==> src/rtl/core/tmg_pkg.sv <==
package tmg_pkg;

	localparam int GAMMA_TABLE_BITS = 10;
	localparam int LUT_SIZE = 1 << GAMMA_TABLE_BITS;

	localparam int DIV_STEPS = 32;
	localparam int RECIP_STEPS = 17;
	localparam int MERGE_LAT = RECIP_STEPS + 5;
	localparam int PIPE_LAT = DIV_STEPS + MERGE_LAT + 2;

	localparam int CFG_INDEX_W = 4;
	localparam int BIG_W = 192;

	localparam logic [31:0] ONE_Q16 = 32'd65536;
	localparam logic [15:0] W_RED = 16'd19595;
	localparam logic [15:0] W_GREEN = 16'd38470;
	localparam logic [15:0] W_BLUE = 16'd7471;

	typedef enum logic [CFG_INDEX_W-1:0] {
		REG_EPOCH_COUNT = CFG_INDEX_W'(0),
		REG_EXPOSURE_GAIN = CFG_INDEX_W'(1)
	} cfg_reg_t;

	typedef struct packed {
		logic [31:0] red_sum;
		logic [31:0] green_sum;
		logic [31:0] blue_sum;
	} in_item_t;

	typedef struct packed {
		logic [7:0] red_byte;
		logic [7:0] green_byte;
		logic [7:0] blue_byte;
	} out_item_t;

	typedef logic [LUT_SIZE-1:0][7:0] gamma_lut_t;

	function automatic logic [BIG_W-1:0] big_pow(input int unsigned base, input int unsigned n);
		logic [BIG_W-1:0] acc;
		acc = BIG_W'(1);
		for (int unsigned j = 0; j < n; j++) begin
			acc = acc * BIG_W'(base);
		end
		return acc;
	endfunction

	// Entry i is the largest k with (2k-1)^11 * N^5 <= i^5 * 510^11.
	function automatic gamma_lut_t gamma_build();
		gamma_lut_t lut;
		logic [BIG_W-1:0] c510;
		logic [BIG_W-1:0] rhs;
		logic [BIG_W-1:0] lhs;
		int unsigned k;
		logic done;
		c510 = big_pow(510, 11);
		k = 0;
		for (int unsigned i = 0; i < LUT_SIZE; i++) begin
			rhs = c510 * big_pow(i, 5);
			done = 1'b0;
			while (!done && k < 255) begin
				lhs = big_pow(2 * k + 1, 11) << (5 * GAMMA_TABLE_BITS);
				if (lhs > rhs) begin
					done = 1'b1;
				end else begin
					k = k + 1;
				end
			end
			lut[i] = 8'(k);
		end
		return lut;
	endfunction

	localparam gamma_lut_t GAMMA_LUT = gamma_build();

endpackage

==> src/rtl/core/tmg_div_lane.sv <==
module tmg_div_lane
	import tmg_pkg::*;
(
	input  logic        clk,
	input  logic        en,
	input  logic [31:0] dividend,
	input  logic [15:0] divisor,
	output logic [31:0] quotient
);

	logic [15:0] rem_s [DIV_STEPS-1];
	logic [31:0] word_s [DIV_STEPS];

	for (genvar k = 0; k < DIV_STEPS; k++) begin : g_step
		logic [15:0] rem_in;
		logic [31:0] word_in;
		logic [16:0] part;
		logic [16:0] diff;
		logic        ge;

		if (k == 0) begin : g_first
			assign rem_in = '0;
			assign word_in = dividend;
		end else begin : g_next
			assign rem_in = rem_s[k-1];
			assign word_in = word_s[k-1];
		end

		assign part = {rem_in, word_in[31]};
		assign ge = part >= {1'b0, divisor};
		assign diff = part - {1'b0, divisor};

		always_ff @(posedge clk) begin
			if (en) begin
				word_s[k] <= {word_in[30:0], ge};
			end
		end

		if (k < DIV_STEPS - 1) begin : g_rem
			always_ff @(posedge clk) begin
				if (en) begin
					rem_s[k] <= ge ? diff[15:0] : part[15:0];
				end
			end
		end
	end

	assign quotient = word_s[DIV_STEPS-1];

endmodule

==> config.mk <==
export PLATFORM = sky130hd
export DESIGN_NAME = tmg_div_lane
export DESIGN_NICKNAME = d
export VERILOG_FILES = /design/src/rtl/core/tmg_pkg.sv /design/src/rtl/core/tmg_div_lane.sv
export SDC_FILE = /design/constraint.sdc
export NUM_CORES = 2
export LEC_CHECK = 0
export ABC_AREA = 0
export BUFFER_PORTS_ARGS = -buffer_cell sky130_fd_sc_hd__buf_2
export CORE_MARGIN = 2
export CORE_UTILIZATION = 40
export CTS_CLUSTER_DIAMETER = 40
export DETAILED_ROUTE_END_ITERATION = 6
export MAX_ROUTING_LAYER = met4
export PLACE_DENSITY = 0.65
export RECOVER_POWER = 25
export SYNTH_ARGS = -nofsm -noshare
export SYNTH_HDL_FRONTEND = slang
export SYNTH_SLANG_ARGS = --single-unit
export TNS_END_PERCENT = 20
==> constraint.sdc <==
create_clock -name clk -period 3.4 [get_ports clk]
set_input_delay 0 -clock clk [delete_from_list [all_inputs] [get_ports clk]]
set_output_delay 0 -clock clk [all_outputs]
set_load 0.005 [all_outputs]
# ---- Word-level counts from Yosys, hierarchy flattened
# Memory sizes are Yosys's and may differ from the RTL's.
# Cells that the tools add are included.
dict set report word_totals {
  regBits 0
  latchBits 0
  ramBits 1520
  rom_bits 0
  inputBits 50
  out_inout_bits 32
  elab_cells 98
  mem_count 2
}
# memory depth word_bits read_ports rd_ports_with_merged_regs wr line_no
set memory_table {}
lappend memory_table {word_s 32 32 32 0 32 tmg_div_lane.sv:12} ;# logic [31:0] word_s [DIV_STEPS];
lappend memory_table {rem_s 31 16 31 0 31 tmg_div_lane.sv:11} ;# logic [15:0] rem_s [DIV_STEPS-1];
dict set report classes {
  n_addsub 31
  mul 0
  div_mod_pow 0
  order_cmp 32
  n_eq_ne 0
  shifts 0
  muxes 33
  n_bitwise 0
  reduce_logical 0
}
# cell count
set ops {}
lappend ops {{$ge A17 B16 Y1} 31}
lappend ops {{$mux W16} 31}
lappend ops {{$sub A16 B16 Y16} 30}
lappend ops {{$ge A1 B16 Y1} 1}
lappend ops {{$sub A1 B16 Y16} 1}
lappend ops {{$mux W1} 2}

# ---- Depth between registers and ports, before layout
# An unclocked memory read counts as a cell.
dict set report logic_depth {
  ltp_word 3
  ltp_mapped 14
  ltp_nobuf 12
}

# ---- Worst setup path before layout
# Ideal clock, no wire load.
dict set report synth_path {
  path_kind {input-to-reg}
  startpoint {input port divisor[1]}
  endpoint {memory rem_s[23][9] (netlist: rem_s[1][121]), data pin}
  setup_time_ns 0.260
  arrival_time_ns 3.210
  required_ns 3.140
  path_slack_ns -0.070
  stages 13
  path_buffers 2
  cell_sequence {clkbuf_1 -> inv_1 -> ha_1 -> nor2b_1 -> o21bai_1 -> o21ai_1 -> o41ai_2 -> o21ai_1 -> a211oi_2 -> a31oi_1 -> nor3_4 -> buf_4 -> mux2_2}
}
# element line_no
set synth_rtl {}
lappend synth_rtl {{start: declaration} tmg_div_lane.sv:7} ;# input logic [15:0] divisor,
lappend synth_rtl {{end: declaration} tmg_div_lane.sv:11}

==> metrics.md <==
| Metric | Value |
|---|---|
| Die Ht | 430 um |
| Top_reg_cell synth | edfxtp_1 |
| Layout fillers | 15.3k |
| Commonest cells after routing, fill and taps aside | edfxtp_1, ha_1, a21oi_1 |
| WS Path Type | reg -> reg |
| Die Area | 185000 um2 |
| Area Overhead vs Synth | 21.5% |
| Most common cell after layout, fill and taps aside | edfxtp_1 |
| Largest net degree at the start of global routing | 100 |
| Vias in the first global route | 43.4k |
| Simple logic cell fraction of the synthesized area | 7.14% |
| ANT nets after route | 0 |
| Met1 Use GR | 20.2% |
| DP Cell Count | 7873 |
| Clock skew | 0.0579 ns |
| Share of layout cells above drive strength 1 | 20.1% |
| Post-synthesis mux area share | 5.03% |
| Max Freq | 0.305 GHz |
| HPWL Detailed | 97000 um |
| Most used routing layer | met2 |
| Synth cell types | 94 |
| Initial drt markers | 2870 |
| 1st-pass router iterations | 6 |
| Slowest cell on crit path | a2bb2oi_1 |
| Initial antenna violation count | 3 |
| Fin. Hold Viols | 0 |
| Failing checks | max-capacitance violations, max-slew violations |
| Adder-cell share of the synthesized area | 9.40% |
| CP Max Fanout | 13 |
| Post-synth top area cell | edfxtp_1 |
| CTS tree | yes |
| Design area | 88300 um2 |
| Ys async rst share | 0% |
| TritonCTS Buffers | 239 |
| Max-Slew Margin vs Limit | -54.6% |
| Crit path cell chain | ha_1 > nor2b_1 > o21ai_0 > a21oi_1 > o221a_2 > a221oi_1 > a21boi_0 > a2bb2oi_1 > buf_12 > mux2_2 |
| Run status | finished with violations |
| Total wire length | 144000 um |
| Mapped cell area | 72700 um2 |
| Critical Path Max Stage Delay | 0.61 ns |
| Starting Density | 40.2% |
| First-pass GRT wire length | 229000 um |
| PwrDens | 960 nW/um2 |
| CP startpoint kind | flip-flop |
| Avg Cell Area, Syn | 14.1 um2 |
| GRT Resource Usage Total | 16.0% |
| Hold Slack | 0.111 ns |
| CTS root buf | clkbuf_16 |
| Unrepaired setup endpoints after global routing | false |
| Setup TNS | 0 ns |
| P_leak | 33.6 nW |
| Period minus WS final | 3.28 ns |
| WL per Instance | 17.2 um |
| Yosys reg bits | 1520 |
| # IOs | 82 |
| Synth Area in Compound Gates | 9.89% |
| Largest family of logic cells by synthesized area | compound AO/OA/AOI/OAI gates |
| DRC violations left | 0 |
| Post-synth EDFFs | 1520 |
| Core ar. | 181000 um2 |
| Final Cycle Share | 96.4% |
| Mapped Nets | 5718 |
| Required @ worst endpoint | 4.00 ns |
| Remaining global-route overflow | 0 |
| # H-tree levels | 4 |
| Mapped Cells | 5140 |
| Gpl congestion | 0.885 |
| Cell area after placement | 79200 um2 |
| Maxcap violations | 1 |
| CTS clk-pin slew, worst paths | 0.05 ns |
| Clk_lat worst skew | 0.87 ns |
| Final nets | 6399 |
| Final non-filler cell total | 8407 |
| IO buf count | 81 |
| Slew @ Worst Pin | 2.32 ns |
| Final Setup Violations | 0 |
| Worst hold stages | 7 |
| Pins Over Slew Limit | 52 |
| Worst vdd ir | 0.000531 V |
| Ys Warns | 0 |
| Seq/Total Area, Yosys | 62.8% |
| Synth Area in XOR/XNOR | 4.30% |
| Clock buffer depth | 3 |
| Worst min-delay path class | in -> reg |
| Place WS | 0.0112 ns |
| Post-synth top area share | 62.8% |
| GR Util met3 | 2.82% |
| Num Clock Sinks | 1520 |
| Final setup margin | 0.123 ns |
| Reg2Reg Depth | 10 |
| Die Wd | 430 um |
| Crit path arrival time | 3.87 ns |
| Grt met2 use | 25.7% |
| Number of vias per cell | 5.16 |
| Via count | 43.4k |
| Endpoint class of the critical path | flip-flop |
| Synth area leaders | edfxtp_1, ha_1, mux2_2, xnor2_1, a21oi_1 |
| Rows | 156 |
[kinds of logic after synthesis]
family	count (synthesis)
mux	321
fa+ha+maj	528
xor+xnor	357
buf+inv	244
compound gates	1108
flops	1520
simple gates	1062
[power breakdown]
group          leakage, nW  total, mW  switching (mW)  internal (mW)
combinational         14.8       31.6            15.6           16.0
sequential            14.8       28.9            2.12           26.7
clock                 3.97       24.4            9.53           14.8
[per-layer routing]
metal | share of wire [%] | wire [um]
met1 | 44 | 64100
met4 | 3.3 | 4710
met2 | 48 | 69100
met3 | 4.4 | 6300
met5 | 0 | 0
[synth_stat cells, drive strengths merged, types with 65 or more instances]
| cell | n |
|---|---|
| a21o | 104 |
| a21oi | 326 |
| edfxtp | 1520 |
| ha | 498 |
| inv | 177 |
| mux2 | 277 |
| nand2 | 252 |
| nand2b | 71 |
| nand3 | 68 |
| nor2 | 306 |
| nor2b | 76 |
| nor3 | 88 |
| o21a | 65 |
| o21ai | 284 |
| xnor2 | 231 |
| xor2 | 126 |
[stage by stage]
step	util [%]	total power, mW
6_report	48.9	84.8
3_3_place_gp	43.9	59.8
3_5_place_dp	43.9	60.5
4_1_cts	48.9	85.6
2_1_floorplan	-	51.4
5_1_grt	48.9	90.3
[state kept, by name (all words and copies together) (netlist names)]
signal and count:
rem_s 496, word_s 1024
[cell type report]
type	instances	area (um2)	share of cell area [%]
multi-input combinational	3376	26100	29.5
antenna	3	7.51	0.00850
inverter	177	668	0.757
clock inverter	200	2240	2.53
sequential	1520	45600	51.7
tap	2370	2970	3.36
clock buffer	254	6060	6.86
timing repair buffer	507	4670	5.29
[final timing paths]
path	from	to	slack [ns]
setup / recovery	rem_s[0][80]	rem_s[0][99]	0.12
hold / removal	divisor[6]	rem_s[0][87]	0.11
setup reg to reg	rem_s[0][80]	rem_s[0][99]	0.12
hold reg to reg	word_s[9][11]	word_s[10][12]	0.38
[worst max-delay path, delay by kind of cell, from the launching register on]
| family | cells | cell delay (ns) |
|---|---|---|
| muxes | 1 | 0.34 |
| adders and majority gates | 1 | 0.32 |
| AOI/OAI and AO/OA | 6 | 1.59 |
| DFF | 1 | 0.41 |
| and+or+nand+nor | 1 | 0.12 |
| buffers and inverters | 1 | 0.22 |
[repair_timing]
action | in CTS | in global routing
buffers inserted | 0 | 1
resized for setup | 0 | 7
hold endpoints to repair | 813 | 0
hold buffers | 76 | 0
setup endpoints to repair | 0 | 63
No activity file was read; power rests on OpenSTA's default activity.
